$ cat config.mk
export PLATFORM = sky130hd
export DESIGN_NAME = length_prefixed_packet_deframer_core
export DESIGN_NICKNAME = d
export VERILOG_FILES = /design/src/hw/rtl/lppd_pkg.sv /design/src/hw/rtl/length_prefixed_packet_deframer_core.sv
export VERILOG_INCLUDE_DIRS = /design/src /design/src/hw/rtl
export SDC_FILE = /design/constraint.sdc
export NUM_CORES = 1
export LEC_CHECK = 0
export BUFFER_PORTS_ARGS = -buffer_cell sky130_fd_sc_hd__buf_2
export CAP_MARGIN = 0
export CELL_PAD_IN_SITES_DETAIL_PLACEMENT = 0
export CELL_PAD_IN_SITES_GLOBAL_PLACEMENT = 1
export CORE_AREA = 2 2 182 220
export CTS_CLUSTER_SIZE = 25
export DETAILED_ROUTE_END_ITERATION = 12
export DIE_AREA = 0 0 184 222
export GPL_ROUTABILITY_DRIVEN = 0
export HOLD_SLACK_MARGIN = 0.05
export PLACE_DENSITY = 0.72
export RECOVER_POWER = 50
export REMOVE_ABC_BUFFERS = 1
export SLEW_MARGIN = 25
export SYNTH_ARGS = -nofsm -noshare
export SYNTH_HDL_FRONTEND = slang
export SYNTH_SLANG_ARGS = --single-unit
$ cat constraint.sdc
create_clock -name clk -period 12.45 [get_ports clk]
set_input_delay 2.49 -clock clk [delete_from_list [all_inputs] [get_ports clk]]
set_output_delay 2.49 -clock clk [all_outputs]
set_load 0.02 [all_outputs]
$ cat src/hw/rtl/assert_macros.svh
// ----------------------------------------------------------------------------
// assert_macros.svh
// Concurrent assertion macros; empty when SYNTHESIS is defined.
// ----------------------------------------------------------------------------
`ifndef ASSERT_MACROS_SVH
`define ASSERT_MACROS_SVH

`ifndef SYNTHESIS

// property holds at every clock edge outside reset
`define ASSERT_ALWAYS(label, clk, rst, prop) \
  label: assert property (@(posedge clk) disable iff (rst) (prop)) \
    else $error("assertion failed");

// antecedent in any cycle implies consequent in the next
`define ASSERT_NEXT(label, clk, rst, ante, cons) \
  label: assert property (@(posedge clk) disable iff (rst) (ante) |=> (cons)) \
    else $error("assertion failed");

`else

`define ASSERT_ALWAYS(label, clk, rst, prop)
`define ASSERT_NEXT(label, clk, rst, ante, cons)

`endif

`endif

$ cat src/hw/rtl/lppd_pkg.sv
// ----------------------------------------------------------------------------
// lppd_pkg
// Types and codes of the length-prefixed packet deframer.
// ----------------------------------------------------------------------------
package lppd_pkg;

  typedef enum logic [5:0] {
    PH_FIRST  = 6'b000001,
    PH_PREFIX = 6'b000010,
    PH_TYPE   = 6'b000100,
    PH_TIME   = 6'b001000,
    PH_BODY   = 6'b010000,
    PH_STOP   = 6'b100000
  } phase_t;

  localparam logic [1:0] KIND_HEADER = 2'd0;
  localparam logic [1:0] KIND_BODY   = 2'd1;
  localparam logic [1:0] KIND_END    = 2'd2;

  localparam logic [15:0] TYPE_REUSE_BIT = 16'h0010;
  localparam logic [31:0] MARK_2B = 32'h0000_4000;
  localparam logic [31:0] MARK_3B = 32'h0020_0000;
  localparam logic [31:0] MARK_4B = 32'h1000_0000;

  typedef struct packed {
    logic [1:0]  kind;
    logic [7:0]  body_byte;
    logic [15:0] packet_type;
    logic [31:0] timestamp;
    logic [31:0] body_length;
    logic        last;
  } result_t;

endpackage

$ cat src/hw/rtl/length_prefixed_packet_deframer_core.sv
// ----------------------------------------------------------------------------
// length_prefixed_packet_deframer_core
// Splits a byte stream into packet headers and body bytes.
// ----------------------------------------------------------------------------
// Takes one stream byte per cycle while in_ready is high. Each packet starts
// with a 1- to 5-byte size prefix, then a little-endian 16-bit type and,
// unless type bit 4 is set, a little-endian 32-bit timestamp. The block emits
// one header result, then one result per body byte with last on the final
// one; a zero size emits an end-of-stream result and all later bytes are
// dropped until reset. Every byte is decoded in the cycle it is accepted, and
// its result is registered into the output register, or into a one-entry
// skid register while the output is held; in_ready drops only while the skid
// register is occupied.
`include "assert_macros.svh"

module length_prefixed_packet_deframer_core (
  input  logic        clk,
  input  logic        rst,
  input  logic        in_valid,
  output logic        in_ready,
  input  logic [7:0]  in_byte,
  output logic        out_valid,
  input  logic        out_ready,
  output logic [1:0]  kind,
  output logic [7:0]  body_byte,
  output logic [15:0] packet_type,
  output logic [31:0] timestamp,
  output logic [31:0] body_length,
  output logic        last
);
  import lppd_pkg::*;

  phase_t      phase, phase_next;
  logic [7:0]  prefix_lead, prefix_lead_next;
  logic [2:0]  prefix_left, prefix_left_next;
  logic [31:0] size_accum, size_accum_next;
  logic [31:0] bytes_left, bytes_left_next;
  logic [2:0]  header_pos, header_pos_next;
  logic [15:0] type_reg, type_reg_next;
  logic [31:0] time_reg, time_reg_next;

  result_t     res;
  logic        res_valid;
  result_t     out_res, skid_res;
  logic        skid_valid;

  logic        accept, res_fire, out_free;
  logic [1:0]  lane_k, lane_t;
  logic [31:0] acc_prefix, acc_time, start_size;
  logic [31:0] bytes_dec;
  logic [15:0] type_full;
  logic        start;

  assign in_ready = !skid_valid;
  assign accept   = in_valid && in_ready;
  assign res_fire = accept && res_valid;
  assign out_free = !out_valid || out_ready;

  assign lane_k    = 2'(3'd4 - prefix_left);
  assign lane_t    = 2'(header_pos - 3'd2);
  assign bytes_dec = bytes_left - 32'd1;
  assign type_full = {in_byte, type_reg[7:0]};

  always_comb begin
    if (prefix_lead[7:4] == 4'd0) begin
      acc_prefix = size_accum | ({24'd0, in_byte} << {lane_k, 3'b000});
    end else begin
      acc_prefix = {size_accum[23:0], in_byte};
    end
    acc_time = size_accum | ({24'd0, in_byte} << {lane_t, 3'b000});
  end

  always_comb begin
    phase_next       = phase;
    prefix_lead_next = prefix_lead;
    prefix_left_next = prefix_left;
    size_accum_next  = size_accum;
    bytes_left_next  = bytes_left;
    header_pos_next  = header_pos;
    type_reg_next    = type_reg;
    time_reg_next    = time_reg;
    res_valid        = 1'b0;
    res              = '0;
    start            = 1'b0;
    start_size       = 32'd0;

    case (phase)
      PH_FIRST: begin
        if (in_byte[7]) begin
          start      = 1'b1;
          start_size = {25'd0, in_byte[6:0]};
        end else begin
          prefix_lead_next = in_byte;
          size_accum_next  = 32'd0;
          if (in_byte[6]) begin
            prefix_left_next = 3'd1;
          end else if (in_byte[5]) begin
            prefix_left_next = 3'd2;
          end else if (in_byte[4]) begin
            prefix_left_next = 3'd3;
          end else begin
            prefix_left_next = 3'd4;
          end
          phase_next = PH_PREFIX;
        end
      end
      PH_PREFIX: begin
        size_accum_next  = acc_prefix;
        prefix_left_next = prefix_left - 3'd1;
        if (prefix_left == 3'd1) begin
          start = 1'b1;
          if (prefix_lead[6]) begin
            start_size = {16'd0, prefix_lead, acc_prefix[7:0]} ^ MARK_2B;
          end else if (prefix_lead[5]) begin
            start_size = {8'd0, prefix_lead, acc_prefix[15:0]} ^ MARK_3B;
          end else if (prefix_lead[4]) begin
            start_size = {prefix_lead, acc_prefix[23:0]} ^ MARK_4B;
          end else begin
            start_size = acc_prefix;
          end
        end
      end
      PH_TYPE: begin
        bytes_left_next = bytes_dec;
        if (header_pos == 3'd0) begin
          type_reg_next   = {8'd0, in_byte};
          header_pos_next = 3'd1;
          if (bytes_dec == 32'd0) begin
            res_valid       = 1'b1;
            res.kind        = KIND_HEADER;
            res.timestamp   = time_reg;
            res.last        = 1'b1;
            phase_next      = PH_FIRST;
          end
        end else if (type_full[4] || bytes_dec == 32'd0) begin
          type_reg_next   = type_full & ~TYPE_REUSE_BIT;
          res_valid       = 1'b1;
          res.kind        = KIND_HEADER;
          res.packet_type = type_full & ~TYPE_REUSE_BIT;
          res.timestamp   = time_reg;
          res.body_length = bytes_dec;
          res.last        = (bytes_dec == 32'd0);
          phase_next      = (bytes_dec == 32'd0) ? PH_FIRST : PH_BODY;
        end else begin
          type_reg_next   = type_full;
          header_pos_next = 3'd2;
          size_accum_next = 32'd0;
          phase_next      = PH_TIME;
        end
      end
      PH_TIME: begin
        bytes_left_next = bytes_dec;
        size_accum_next = acc_time;
        header_pos_next = header_pos + 3'd1;
        if (header_pos == 3'd5 || bytes_dec == 32'd0) begin
          if (header_pos == 3'd5) begin
            time_reg_next = acc_time;
          end
          res_valid       = 1'b1;
          res.kind        = KIND_HEADER;
          res.packet_type = type_reg;
          res.timestamp   = (header_pos == 3'd5) ? acc_time : time_reg;
          res.body_length = bytes_dec;
          res.last        = (bytes_dec == 32'd0);
          phase_next      = (bytes_dec == 32'd0) ? PH_FIRST : PH_BODY;
        end
      end
      PH_BODY: begin
        bytes_left_next = bytes_dec;
        res_valid       = 1'b1;
        res.kind        = KIND_BODY;
        res.body_byte   = in_byte;
        res.last        = (bytes_dec == 32'd0);
        if (bytes_dec == 32'd0) begin
          phase_next = PH_FIRST;
        end
      end
      PH_STOP: begin
        phase_next = PH_STOP;
      end
      default: begin
        phase_next = PH_FIRST;
      end
    endcase

    if (start) begin
      if (start_size == 32'd0) begin
        phase_next = PH_STOP;
        res_valid  = 1'b1;
        res.kind   = KIND_END;
      end else begin
        bytes_left_next = start_size;
        header_pos_next = 3'd0;
        type_reg_next   = 16'd0;
        size_accum_next = 32'd0;
        phase_next      = PH_TYPE;
      end
    end
  end

  always_ff @(posedge clk) begin
    if (rst) begin
      phase       <= PH_FIRST;
      prefix_lead <= 8'd0;
      prefix_left <= 3'd0;
      size_accum  <= 32'd0;
      bytes_left  <= 32'd0;
      header_pos  <= 3'd0;
      type_reg    <= 16'd0;
      time_reg    <= 32'd0;
    end else if (accept) begin
      phase       <= phase_next;
      prefix_lead <= prefix_lead_next;
      prefix_left <= prefix_left_next;
      size_accum  <= size_accum_next;
      bytes_left  <= bytes_left_next;
      header_pos  <= header_pos_next;
      type_reg    <= type_reg_next;
      time_reg    <= time_reg_next;
    end
  end

  always_ff @(posedge clk) begin
    if (rst) begin
      out_valid  <= 1'b0;
      skid_valid <= 1'b0;
    end else if (out_free) begin
      if (skid_valid) begin
        out_valid  <= 1'b1;
        skid_valid <= 1'b0;
      end else begin
        out_valid <= res_fire;
      end
    end else if (res_fire) begin
      skid_valid <= 1'b1;
    end
  end

  always_ff @(posedge clk) begin
    if (out_free) begin
      if (skid_valid) begin
        out_res <= skid_res;
      end else if (res_fire) begin
        out_res <= res;
      end
    end else if (res_fire) begin
      skid_res <= res;
    end
  end

  assign kind        = out_res.kind;
  assign body_byte   = out_res.body_byte;
  assign packet_type = out_res.packet_type;
  assign timestamp   = out_res.timestamp;
  assign body_length = out_res.body_length;
  assign last        = out_res.last;

  `ASSERT_ALWAYS(a_skid_behind_out, clk, rst, !skid_valid || out_valid)
  `ASSERT_NEXT(a_stop_holds, clk, rst, phase == PH_STOP, phase == PH_STOP)
  `ASSERT_ALWAYS(a_body_clean, clk, rst,
    !(out_valid && kind == KIND_BODY) || (packet_type == 16'd0 && body_length == 32'd0))
  `ASSERT_ALWAYS(a_end_not_last, clk, rst, !(out_valid && kind == KIND_END) || !last)

endmodule

After elaboration in Yosys (flattened, before gate mapping)
Cells that the tools add are included.

storage, ports and cells
  flip-flop bits (word level) = 315
  input bits = 12
  output and inout bits = 93
  logic and storage cells = 136

cells by class
  add/subtract/negate cells = 5
  equality and inequality tests = 12
  shift operators = 2
  multiplexer cells = 67
  bitwise gates (word level) = 7
  reductions and logical operators = 21

operators with widths
  operator                 count
  $mux W32                 17
  $mux W91                 2
  $mux W81                 2
  $pmux W80 S2             1
  $pmux W32 S4             1
  $mux W16                 5
  $logic_not A32 Y1        2
  $or A32 B32 Y32          2
  $pmux W32 S2             1
  $shl A8 B5 Y32           2
  $mux W6                  6
  $pmux W6 S6              1
  $sub A32 B1 Y32 const B  1
  $mux W3                  8
  $mux W5                  3
  $pmux W3 S2              2
  $mux W1                  11
  $reduce_and A3 Y1        3
  $mux W8                  1
  $mux W7                  1
  $eq A6 B1 Y1 const B     1
  $eq A6 B2 Y1 const B     1
  $eq A6 B3 Y1 const B     1
  $eq A6 B4 Y1 const B     1
  other kinds (24)         38

Longest topological paths before layout
Gate-level depths: netlist of run 1.

  depth in word-level cells = 15
  mapped depth = 16
  gate-level depth less buffers = 11

Worst setup path after synthesis of run 1
No wires, ideal clock.

  kind = input to register
  from = input port in_byte[0]
  to = register skid_res[0] in the netlist's numbering (enable)
  library setup time = 0.675 ns
  data arrival time = 10.817 ns
  required time = 11.775 ns
  slack = 0.958 ns
  stages on the path = 8
  buffers on the path = 1
  path through = clkbuf_1 -> a211oi_2 -> nor4_1 -> or2_0 -> a2111o_1 -> nor2_2 -> nand3_1 -> a211oi_1

between the ends
  word-level cells in the longest chain between the ends = 13
  elaborated cells on any way between the ends = 14
  those cells by class = shift (1); mux (9); bitwise (1); reduce/logical (3)

RTL lines
  item                                  RTL line                                     source
  start, declared                       length_prefixed_packet_deframer_core.sv:21   input logic [7:0] in_byte,
  $shl A8 B5 Y32                        length_prefixed_packet_deframer_core.sv:66   acc_prefix = size_accum | ({24'd0, in_byte} << {lane_k, 3'b000});
  $or A32 B32 Y32                       length_prefixed_packet_deframer_core.sv:66
  $mux W32                              length_prefixed_packet_deframer_core.sv:65   if (prefix_lead[7:4] == 4'd0) begin
  $mux W32                              length_prefixed_packet_deframer_core.sv:116  end else if (prefix_lead[4]) begin
  $mux W32                              length_prefixed_packet_deframer_core.sv:114  end else if (prefix_lead[5]) begin
  $mux W32                              length_prefixed_packet_deframer_core.sv:112  if (prefix_lead[6]) begin
  $mux W32                              length_prefixed_packet_deframer_core.sv:110  if (prefix_left == 3'd1) begin
  $pmux W32 S2 *                        length_prefixed_packet_deframer_core.sv:87   case (phase)
  $logic_not A32 Y1 *                   length_prefixed_packet_deframer_core.sv:187  if (start_size == 32'd0) begin
  $mux W1 *                             length_prefixed_packet_deframer_core.sv:187
  $mux W1 *                             length_prefixed_packet_deframer_core.sv:186  if (start) begin
  $logic_and A1 B1 Y1 *                 length_prefixed_packet_deframer_core.sv:56   assign res_fire = accept && res_valid;
  $reduce_and A2 Y1 (no source line) *  n/a
  end signal, assigned                  length_prefixed_packet_deframer_core.sv:247  skid_res <= res;
  end, declared                         length_prefixed_packet_deframer_core.sv:44   result_t out_res, skid_res;

Every way passes the cells marked *; elsewhere a longest branch is shown, timed or not.
A chain may end at the register's enable or synchronous reset.

Worst setup path in the final report of run 1
  from = register bytes_left[0]
  to = register skid_res[52] in the netlist's numbering (enable)

between the ends
  word-level cells in the longest chain between the ends = 10
  elaborated cells on any way between the ends = 13
  those cells by class = add/sub (1); mux (7); reduce/logical (5)

RTL lines
  item                                  RTL line                                                                                                                               source
  start, declared                       length_prefixed_packet_deframer_core.sv:37                                                                                             logic [31:0] bytes_left, bytes_left_next;
  start signal, assigned                length_prefixed_packet_deframer_core.sv:216                                                                                            bytes_left <= bytes_left_next;
  $sub A32 B1 Y32 *                     length_prefixed_packet_deframer_core.sv:61                                                                                             assign bytes_dec = bytes_left - 32'd1;
  $logic_not A32 Y1 *                   length_prefixed_packet_deframer_core.sv:128, length_prefixed_packet_deframer_core.sv:135, length_prefixed_packet_deframer_core.sv:155
  $logic_or A1 B1 Y1                    length_prefixed_packet_deframer_core.sv:135                                                                                            end else if (type_full[4] || bytes_dec == 32'd0) begin
  $mux W1                               length_prefixed_packet_deframer_core.sv:135
  $mux W1                               length_prefixed_packet_deframer_core.sv:125                                                                                            if (header_pos == 3'd0) begin
  $pmux W1 S3 *                         length_prefixed_packet_deframer_core.sv:87
  $mux W1                               length_prefixed_packet_deframer_core.sv:187
  $mux W1 *                             length_prefixed_packet_deframer_core.sv:186
  $logic_and A1 B1 Y1 *                 length_prefixed_packet_deframer_core.sv:56
  $reduce_and A2 Y1 (no source line) *  n/a

Marked as above.

==> results of run 1 <==
## kinds of logic (layout without fill, tap and decap cells)
logic type | count (synthesis) | after routing | synth area share [%]
and+or+nand+nor | 559 | 559 | 17.1
AOI/OAI and AO/OA | 523 | 523 | 22.1
DFF | 315 | 315 | 50.4
buffers and inverters | 170 | 218 | 4.48
muxes | 57 | 57 | 3.90
xor gates and xnor gates | 27 | 27 | 1.47
adders and majority gates | 7 | 7 | 0.543
## power groups by stage
stage	clock, µW	combinational [µW]	sequential [µW]
6_report	1060	436	1160
5_1_grt	1130	473	1160
4_1_cts	1080	440	1150
3_5_place_dp	0	438	1180
3_3_place_gp	0	436	1180
2_1_floorplan	0	271	1190
## final timing paths
| check | startpoint | end | slack, ns | cells past startpoint |
|---|---|---|---|---|
| worst min-delay path | time_reg[9]$_SDFFE_PP0P_ | time_reg[9]$_SDFFE_PP0P_ | 0.47 | 2 |
| worst max-delay path | bytes_left[0]$_SDFFE_PP0P_ | skid_res[52]$_DFFE_PP_ | 4.26 | 15 |
| worst max register to register | bytes_left[0]$_SDFFE_PP0P_ | skid_res[52]$_DFFE_PP_ | 4.26 | 15 |
| worst min register to register | time_reg[9]$_SDFFE_PP0P_ | time_reg[9]$_SDFFE_PP0P_ | 0.47 | 2 |
## cell usage after synthesis (5+ instances only)
cell / n
sky130_fd_sc_hd__a211oi_1: 14
sky130_fd_sc_hd__a21oi_1: 157
sky130_fd_sc_hd__a22o_1: 68
sky130_fd_sc_hd__a22oi_1: 14
sky130_fd_sc_hd__a31oi_1: 14
sky130_fd_sc_hd__a32o_1: 12
sky130_fd_sc_hd__and2_1: 19
sky130_fd_sc_hd__and3_1: 5
sky130_fd_sc_hd__buf_2: 26
sky130_fd_sc_hd__buf_4: 8
sky130_fd_sc_hd__clkbuf_1: 101
sky130_fd_sc_hd__dfxtp_1: 133
sky130_fd_sc_hd__edfxtp_1: 182
sky130_fd_sc_hd__ha_1: 7
sky130_fd_sc_hd__inv_1: 28
sky130_fd_sc_hd__mux2_2: 47
sky130_fd_sc_hd__mux2i_1: 10
sky130_fd_sc_hd__nand2_1: 186
sky130_fd_sc_hd__nand2b_1: 10
sky130_fd_sc_hd__nand3_1: 54
sky130_fd_sc_hd__nand4_1: 14
sky130_fd_sc_hd__nor2_1: 129
sky130_fd_sc_hd__nor2b_1: 10
sky130_fd_sc_hd__nor3_1: 47
sky130_fd_sc_hd__nor3b_1: 5
sky130_fd_sc_hd__nor4_1: 19
sky130_fd_sc_hd__nor4_4: 5
sky130_fd_sc_hd__nor4b_1: 6
sky130_fd_sc_hd__o211ai_1: 10
sky130_fd_sc_hd__o21ai_0: 88
sky130_fd_sc_hd__o21ai_1: 10
sky130_fd_sc_hd__o221a_2: 8
sky130_fd_sc_hd__o22ai_1: 11
sky130_fd_sc_hd__o2bb2ai_1: 12
sky130_fd_sc_hd__o31ai_1: 43
sky130_fd_sc_hd__o32ai_1: 7
sky130_fd_sc_hd__or2_2: 8
sky130_fd_sc_hd__or3_1: 9
sky130_fd_sc_hd__xnor2_1: 20
sky130_fd_sc_hd__xor2_1: 7
## through the flow
| step | setup slack, ns | instances | hold slack, ns |
|---|---|---|---|
| after global placement | 5.82 | 2131 | 0.456 |
| after floorplan | 0.424 | 1517 | 0.444 |
| after CTS | 6.19 | 2192 | 0.472 |
| final | 4.26 | 2192 | 0.469 |
| after detailed placement | 5.65 | 2131 | 0.463 |
| after global routing | 3.56 | 2192 | 0.490 |
## metal layers
metal / up-vias / part of all wire, % / wire length [µm]
li1: 6260 / - / -
met2: 508 / 48 / 23600
met3: 121 / 6.0 / 2970
met5: - / 0 / 0
met4: 0 / 3.9 / 1940
met1: 6512 / 42 / 20800
## layout make-up
cell class,instances,area share [%]
tap,486,3.40
multi-input combinational,1173,41.0
inverter,29,0.609
clock buffer,48,5.34
sequential,315,45.5
clock inverter,13,1.11
timing repair buffer,128,3.11
## tightest hold or removal path, delay by kind of cell, from the launching register on
kind | cells | cell delay [ns]
compound gates | 1 | 0.05
simple gates | 1 | 0.05
flops | 1 | 0.32
## placed cells by master, fill, tap and decap left out, types with 10 or more instances in the layout
cell type	count
sky130_fd_sc_hd__a211oi_1	13
sky130_fd_sc_hd__a21oi_1	157
sky130_fd_sc_hd__a22o_1	68
sky130_fd_sc_hd__a22oi_1	14
sky130_fd_sc_hd__a31oi_1	13
sky130_fd_sc_hd__a32o_1	12
sky130_fd_sc_hd__and2_1	12
sky130_fd_sc_hd__buf_4	19
sky130_fd_sc_hd__clkbuf_1	116
sky130_fd_sc_hd__clkbuf_16	35
sky130_fd_sc_hd__dfxtp_1	133
sky130_fd_sc_hd__edfxtp_1	182
sky130_fd_sc_hd__inv_1	28
sky130_fd_sc_hd__mux2_2	46
sky130_fd_sc_hd__mux2i_1	10
sky130_fd_sc_hd__nand2_1	186
sky130_fd_sc_hd__nand2b_1	10
sky130_fd_sc_hd__nand3_1	54
sky130_fd_sc_hd__nand4_1	14
sky130_fd_sc_hd__nor2_1	130
sky130_fd_sc_hd__nor3_1	43
sky130_fd_sc_hd__nor4_1	21
sky130_fd_sc_hd__o211ai_1	10
sky130_fd_sc_hd__o21ai_0	96
sky130_fd_sc_hd__o22ai_1	11
sky130_fd_sc_hd__o2bb2ai_1	12
sky130_fd_sc_hd__o31ai_1	43
sky130_fd_sc_hd__xnor2_1	20
==> impl_metrics.yaml, run 1 <==
status:
  outcome: "finished, violations left"
  failing_checks: "capacitance limit, slew limit"
synth:
  synthCells: 1658
  netlist_area_um2: 16100
  yosysUniqueCellTypes: 89
  ys_seq_elements: 315
  syn_area_per_cell_um2: 9.73
  synth.area.top_cells: "sky130_fd_sc_hd__edfxtp_1 34%, sky130_fd_sc_hd__dfxtp_1 17%, sky130_fd_sc_hd__a21oi_1 4.9%, sky130_fd_sc_hd__nand2_1 4.3%, sky130_fd_sc_hd__a22o_1 3.7%"
  synth.top_cell.area_share_pct: 33.9
  synth_top_flop_cell: "sky130_fd_sc_hd__edfxtp_1"
  post-synth-top-area-cell: "sky130_fd_sc_hd__edfxtp_1"
  synth_edf_count: 182
  asyncSetResetFlopFracSynth_pct: 0
  synth.yosys.seq_area_share_pct: 50.4
  yosysWarningCount: 0
floorplanning:
  i_o_pins: 105
  core.rowCount: 79
  core_box_area_um2: 38500
  die_width_um: 184
  initial_core_util_pct: 41.8
  chipHeight_um: 222
  design.die.area_um2: 40800
route:
  detail-route-antenna-nets: 0
  firstDrtPassIters: 5
  routed_wire_length_per_instance_um: 22.5
  route.vias.total: 13400
  routed_via_density: 6.11
  routed_wirelength_um: 49300
  detailedRoute.firstIterationViolations: 1117
  route.detailed.drc: 0
timing:
  fin_skew_ns: 0.0113
  slew_headroom_pct: -123
  finalWorstPathRequiredPeriod_ns: 8.19
  maxSlewViolCount: 221
  fmax_ghz: 0.122
  rsz0062_at_grt: "no"
  hold_viol: 0
  final_min_period_over_clock_period_pct: 65.8
  worst_pin_slew_ns: 3.34
  timing.final.setup_violations: 0
  total_negative_slack_for_setup_checks_ns: 0
cts:
  cts-root-to-sink-buffers: 3
  h-tree-depth: 2
  numClockSinks: 315
  clock_tree.root_cell: "sky130_fd_sc_hd__clkbuf_16"
  clkLatencyLatePin_ns: 0.53
  clock_pin_slew_of_the_registers_on_the_worst_case_setup_and_hold_paths_ns: 0.06
  holdBufCountCts: 0
  cts-resized-gates: 0
  cts_tree: "done"
  clock_buffers_created_by_tritoncts: 34
  post_cts.repair.setup_buffers: 0
finish:
  antennaDiodeCount: 0
  final_layout_size_suffix_gt1_share_pct: 10.1
  ff_latch_area_um2: 8130
  nNetsFinal: 1700
  largest_reg_flops: 91
  layout_cell_area_excl_fill_um2: 17900
  largest_register: "skid_res"
  multi_input_comb_area_um2: 7320
  nFillCells: 3670
  flow.area_growth_from_synthesis_pct: 10.8
  post-route-util_pct: 46.4
power_and_ir_drop:
  totalPowerFinal_uw: 2650
  power_report.internal_total_uw: 1890
  switching_share_pct: 28.7
  powerDensity_nw_per_um2: 148
  seq_power_share_pct: 43.6
  power.combinational.fraction_pct: 16.4
  total_switching_power_uw: 762
  ir_worst_vdd_v: 0.0000813
  clock_power_share_pct: 40.0
  p_leak_uw: 0.00583
worst_setup_path:
  setup.worst_path.class: "reg -> reg"
  crit_arrival_ns: 8.35
  worst_ep_required_time_ns: 12.61
  critical-path-max-stage-delay_ns: 1.62
  critical_path.top_delay_family: "buffers and inverters"
  worst-path-max-fanout: 46
  timing.critical_path.slowest_stage_cell: "sky130_fd_sc_hd__clkbuf_1"
  crit_path_end_kind: "flop"
  cp-start-kind: "flop"
  critical_path_buf_inv_count: 5
  cp_cell_sequence: "inv_1 > ha_1 > nor3b_1 > clkbuf_1 > nand3_1 > o31a_1 > nor4_1 > nand2_1 > nor4_1 > o21a_1 > clkbuf_1 > nor3_2 > a211oi_4 > buf_4 > buf_4"
global_route:
  via_count_of_the_first_global_routing_pass: 13000
  grt_total_ovfl: 0
  met2_usage_pct: 39.8
  antenna_violations_before_repair: 0
  grt_pass1_wl_um: 76500
  top_usage_layer: "met2"
  groute.usage.overall_pct: 23.9
  grt_max_degree: 69
  grt_util_met1_pct: 31.0
  gr-usage-met3_pct: 3.35
placement:
  postPlaceCellArea_um2: 16900
  dpl.hpwl_um: 32700
  buffer_ports.inserted: 104
hold_path:
  timing.hold.worst.class: "reg -> reg"
run:
  timing.max_cap.violations: 6
No activity file was read; power rests on OpenSTA's default activity.
==> inputs of run 2 (changes only) <==
Clock period 12.45 ns to 8.2 ns, I/O delays scaled along.
==> impl_metrics.yaml, run 2 (same netlist as run 1, synthesis figures left out) <==
status:
  outcome: "finished, violations left"
  failing_checks: "capacitance limit, slew limit"
power_and_ir_drop:
  totalPowerFinal_uw: 3940
  ir_worst_vdd_v: 0.000122
  powerDensity_nw_per_um2: 222
  p_leak_uw: 0.00581
route:
  routed_wirelength_um: 49100
  routed_via_density: 6.16
  detail-route-antenna-nets: 0
  route.detailed.drc: 0
  detailedRoute.firstIterationViolations: 1111
  route.vias.total: 13500
  routed_wire_length_per_instance_um: 22.4
  firstDrtPassIters: 5
placement:
  pre_cts_ws_ns: 2.30
  placed_cells_incl_taps: 2134
  dpl.hpwl_um: 32500
  buffer_ports.inserted: 104
cts:
  post_cts.repair.setup_buffers: 0
  cts-resized-gates: 0
  numClockSinks: 315
  cts_tree: "done"
  clock_tree.root_cell: "sky130_fd_sc_hd__clkbuf_16"
  clkLatencyLatePin_ns: 0.53
  clock_buffers_created_by_tritoncts: 34
  clock_pin_slew_of_the_registers_on_the_worst_case_setup_and_hold_paths_ns: 0.06
  cts-root-to-sink-buffers: 3
  holdBufCountCts: 0
  h-tree-depth: 2
floorplanning:
  initial_core_util_pct: 41.8
  core.rowCount: 79
  i_o_pins: 105
  die_width_um: 184
  design.die.area_um2: 40800
  core_box_area_um2: 38500
  chipHeight_um: 222
finish:
  mostFrequentLayoutCells: "188 x sky130_fd_sc_hd__nand2_1, 182 x sky130_fd_sc_hd__edfxtp_1, 158 x sky130_fd_sc_hd__a21oi_1"
  nFillCells: 3711
  largest_reg_flops: 91
  final_layout_size_suffix_gt1_share_pct: 10.2
  layout_commonest_cell: "sky130_fd_sc_hd__nand2_1"
  flow.area_growth_from_synthesis_pct: 10.3
  antennaDiodeCount: 0
  post-route-util_pct: 46.1
  largest_register: "skid_res"
  nNetsFinal: 1703
  fin_cells: 2194
timing:
  rsz0062_at_grt: "no"
  worst_pin_slew_ns: 3.20
  final_min_period_over_clock_period_pct: 76.6
  slew_headroom_pct: -113
  finalWorstPathRequiredPeriod_ns: 6.28
  maxSlewViolCount: 195
  total_negative_slack_for_setup_checks_ns: 0
  timing.final.setup_violations: 0
  fin_ws_ns: 1.92
  hold_viol: 0
  fin_skew_ns: 0.0170
  fmax_ghz: 0.159
global_route:
  top_usage_layer: "met2"
  gr-usage-met3_pct: 3.01
  grt_pass1_wl_um: 76600
  grt_max_degree: 66
  antenna_violations_before_repair: 0
  grt_total_ovfl: 0
  met2_usage_pct: 38.6
  via_count_of_the_first_global_routing_pass: 13000
  groute.usage.overall_pct: 23.9
  grt_util_met1_pct: 31.7
worst_setup_path:
  cp-start-kind: "flop"
  crit_arrival_ns: 6.44
  setup.worst_path.class: "reg -> reg"
  worst_ep_required_time_ns: 8.36
  crit_path_end_kind: "flop"
  worst-path-max-fanout: 46
run:
  timing.max_cap.violations: 5
hold_path:
  timing.hold.worst.class: "reg -> reg"
run 2: area by class of cell:
cell class | instances | area, µm² | area share, %
inverter | 29 | 109 | 0.612
tap | 486 | 608 | 3.42
multi-input combinational | 1173 | 7270 | 40.8
timing repair buffer | 131 | 586 | 3.29
sequential | 315 | 8130 | 45.7
clock buffer | 41 | 908 | 5.11
clock inverter | 19 | 183 | 1.03
run 2: final timing paths:
check | slack, ns | startpoint | to | cells past startpoint
hold reg to reg | 0.47 | time_reg[3]$_SDFFE_PP0P_ | time_reg[3]$_SDFFE_PP0P_ | 2
setup / recovery | 1.92 | bytes_left[4]$_SDFFE_PP0P_ | skid_res[36]$_DFFE_PP_ | 12
hold / removal | 0.47 | time_reg[3]$_SDFFE_PP0P_ | time_reg[3]$_SDFFE_PP0P_ | 2
setup reg to reg | 1.92 | bytes_left[4]$_SDFFE_PP0P_ | skid_res[36]$_DFFE_PP_ | 12
run 2: layer usage:
metal  share of wire (%)  routed length [µm]
met1                  42               20900
met2                  47               22900
met3                 6.1                3000
met4                 4.8                2360
met5                   0                   0
run 2: metrics by stage:
step,cell area [µm²],hold slack (ns)
2_1_floorplan,15500,0.444
3_3_place_gp,16900,0.456
3_5_place_dp,16900,0.464
4_1_cts,18000,0.472
5_1_grt,17800,0.492
6_report,17800,0.472
run 2: where the power goes:
group	total (µW)	internal [µW]	switching (µW)
Clock	1530	888	639
Sequential	1750	1710	46.9
Combinational	660	192	468
Total	3940	2790	1150
run 2: worst max-delay path, stage by stage (launching register included):
cell	delay, ns
sky130_fd_sc_hd__dfxtp_1	0.38
sky130_fd_sc_hd__nor4_1	1.17
sky130_fd_sc_hd__nand4_1	0.34
sky130_fd_sc_hd__xnor2_1	0.44
sky130_fd_sc_hd__nand4_1	0.15
sky130_fd_sc_hd__nor4_1	1.04
sky130_fd_sc_hd__nand4_1	0.20
sky130_fd_sc_hd__nand2_1	0.12
sky130_fd_sc_hd__buf_4	0.42
sky130_fd_sc_hd__nor3_2	0.18
sky130_fd_sc_hd__a211oi_4	0.26
sky130_fd_sc_hd__buf_4	0.53
sky130_fd_sc_hd__buf_4	0.63
==> inputs of run 3 (changes only) <==
Settings changed: PLACE_DENSITY 0.72 to 0.75.
Clock period 8.2 ns to 5.1 ns, I/O delays scaled along.
==> impl_metrics.yaml, run 3 (same netlist as run 1, synthesis figures left out) <==
finish:
  flow.area_growth_from_synthesis_pct: 11.6
  antennaDiodeCount: 0
  post-route-util_pct: 46.7
  nFillCells: 3676
  nNetsFinal: 1714
  layout_commonest_cell: "sky130_fd_sc_hd__nand2_1"
  largest_reg_flops: 91
  layout_cell_area_excl_fill_um2: 18000
  final_layout_size_suffix_gt1_share_pct: 11.5
  mostFrequentLayoutCells: "188 x sky130_fd_sc_hd__nand2_1, 182 x sky130_fd_sc_hd__edfxtp_1, 158 x sky130_fd_sc_hd__a21oi_1"
  largest_register: "skid_res"
timing:
  final_min_period_over_clock_period_pct: 94.4
  worst_pin_slew_ns: 1.43
  rsz0062_at_grt: "no"
  slew_headroom_pct: 4.45
  maxSlewViolCount: 0
  hold_viol: 0
  timing.final.setup_violations: 0
  total_negative_slack_for_setup_checks_ns: 0
  fin_skew_ns: 0.0229
  finalWorstPathRequiredPeriod_ns: 4.82
  fmax_ghz: 0.208
cts:
  numClockSinks: 315
  cts_tree: "done"
  clock_pin_slew_of_the_registers_on_the_worst_case_setup_and_hold_paths_ns: 0.06
  clkLatencyLatePin_ns: 0.54
  clock_tree.root_cell: "sky130_fd_sc_hd__clkbuf_16"
  clock_buffers_created_by_tritoncts: 34
  cts-root-to-sink-buffers: 3
  holdBufCountCts: 0
  cts-resized-gates: 0
  h-tree-depth: 2
  post_cts.repair.setup_buffers: 0
route:
  detailedRoute.firstIterationViolations: 1292
  route.detailed.drc: 0
  firstDrtPassIters: 8
  routed_via_density: 6.17
  routed_wire_length_per_instance_um: 22.4
  detail-route-antenna-nets: 0
  routed_wirelength_um: 49400
  route.vias.total: 13600
power_and_ir_drop:
  clock_power_share_pct: 39.9
  p_leak_uw: 0.00594
  ir_worst_vdd_v: 0.000200
  power.combinational.fraction_pct: 16.8
  power_report.internal_total_uw: 4620
  totalPowerFinal_uw: 6510
  seq_power_share_pct: 43.3
  total_switching_power_uw: 1890
  powerDensity_nw_per_um2: 361
  switching_share_pct: 29.1
global_route:
  grt_max_degree: 92
  grt_total_ovfl: 0
  antenna_violations_before_repair: 0
  groute.usage.overall_pct: 24.0
  grt_pass1_wl_um: 77400
  via_count_of_the_first_global_routing_pass: 13300
placement:
  dpl.hpwl_um: 32500
  buffer_ports.inserted: 104
  postPlaceCellArea_um2: 17000
status:
  outcome: "finished clean"
worst_setup_path:
  timing.critical_path.slowest_stage_cell: "sky130_fd_sc_hd__o21ai_0"
  cp_cell_sequence: "nor4_1 > nand3_1 > o21ai_0 > a22o_1 > or2_0 > or2_1 > nand2_1 > o221a_2"
  worst-path-max-fanout: 10
  cp-start-kind: "flop"
  crit_path_end_kind: "flop"
  timing.reg2reg.setup_slack_ns: 0.28
  crit_arrival_ns: 5.23
  critical-path-max-stage-delay_ns: 0.94
  setup.worst_path.class: "reg -> reg"
  worst_ep_required_time_ns: 5.52
floorplanning:
  design.die.area_um2: 40800
  core_box_area_um2: 38500
  initial_core_util_pct: 41.8
  chipHeight_um: 222
  i_o_pins: 105
  core.rowCount: 79
  die_width_um: 184
hold_path:
  timing.hold.worst.class: "reg -> reg"
run:
  timing.max_cap.violations: 0
==> run 3: cell types whose count changed in the layout (fill, tap and decap cells not counted), moves of 3 or more <==
cell and delta:
sky130_fd_sc_hd__buf_2 +3, sky130_fd_sc_hd__buf_4 +8, sky130_fd_sc_hd__clkbuf_8 +4, sky130_fd_sc_hd__clkinv_1 -5
==> run 3: cell type report <==
class                           instances  area, µm²  area share (%)
Inverter                               29        109           0.604
Timing Repair Buffer                  142        696            3.86
Multi-Input combinational cell       1173       7290            40.5
Tap cell                              486        608            3.38
Sequential cell                       315       8130            45.1
Clock buffer                           49       1020            5.67
Clock inverter                         13        150           0.834
==> run 3: final timing paths <==
kind / from / cells after the start / to
worst max-delay path: phase[3]$_SDFFE_PP0P_ / 8 / bytes_left[30]$_SDFFE_PP0P_
worst min-delay path: time_reg[24]$_SDFFE_PP0P_ / 2 / time_reg[24]$_SDFFE_PP0P_
worst max register to register: phase[3]$_SDFFE_PP0P_ / 8 / bytes_left[30]$_SDFFE_PP0P_
worst min register to register: time_reg[24]$_SDFFE_PP0P_ / 2 / time_reg[24]$_SDFFE_PP0P_
==> run 3: metrics by stage <==
step	std cells	worst slack, ns	hold slack, ns
after floorplan	1517	-6.93	0.444
after detailed placement	2145	0.559	0.464
after CTS	2207	0.516	0.473
after global routing	2207	0.0444	0.491
after global placement	2145	0.596	0.456
final	2207	0.284	0.472
==> run 3: power groups by stage <==
stage	combinational [µW]	clock, µW	sequential [µW]
after floorplan	662	0	2910
after global placement	1080	0	2870
after detailed placement	1090	0	2870
after CTS	1100	2640	2820
after global routing	1170	2730	2830
final	1090	2590	2820
==> run 3: critical path: cells and delay by family, from the launching register on <==
kind / cells / cell delay (ns)
flip-flops: 1 / 0.35
AO/OA/AOI/OAI: 3 / 1.65
AND/OR/NAND/NOR: 5 / 2.69
==> run 3: layer usage <==
layer	up-vias	track usage [%]	part of all wire [%]
li1	6280	-	-
met4	0	11.5	4.4
met3	147	3.52	6.2
met5	-	0	0
met2	545	38.9	46
met1	6653	31.6	43
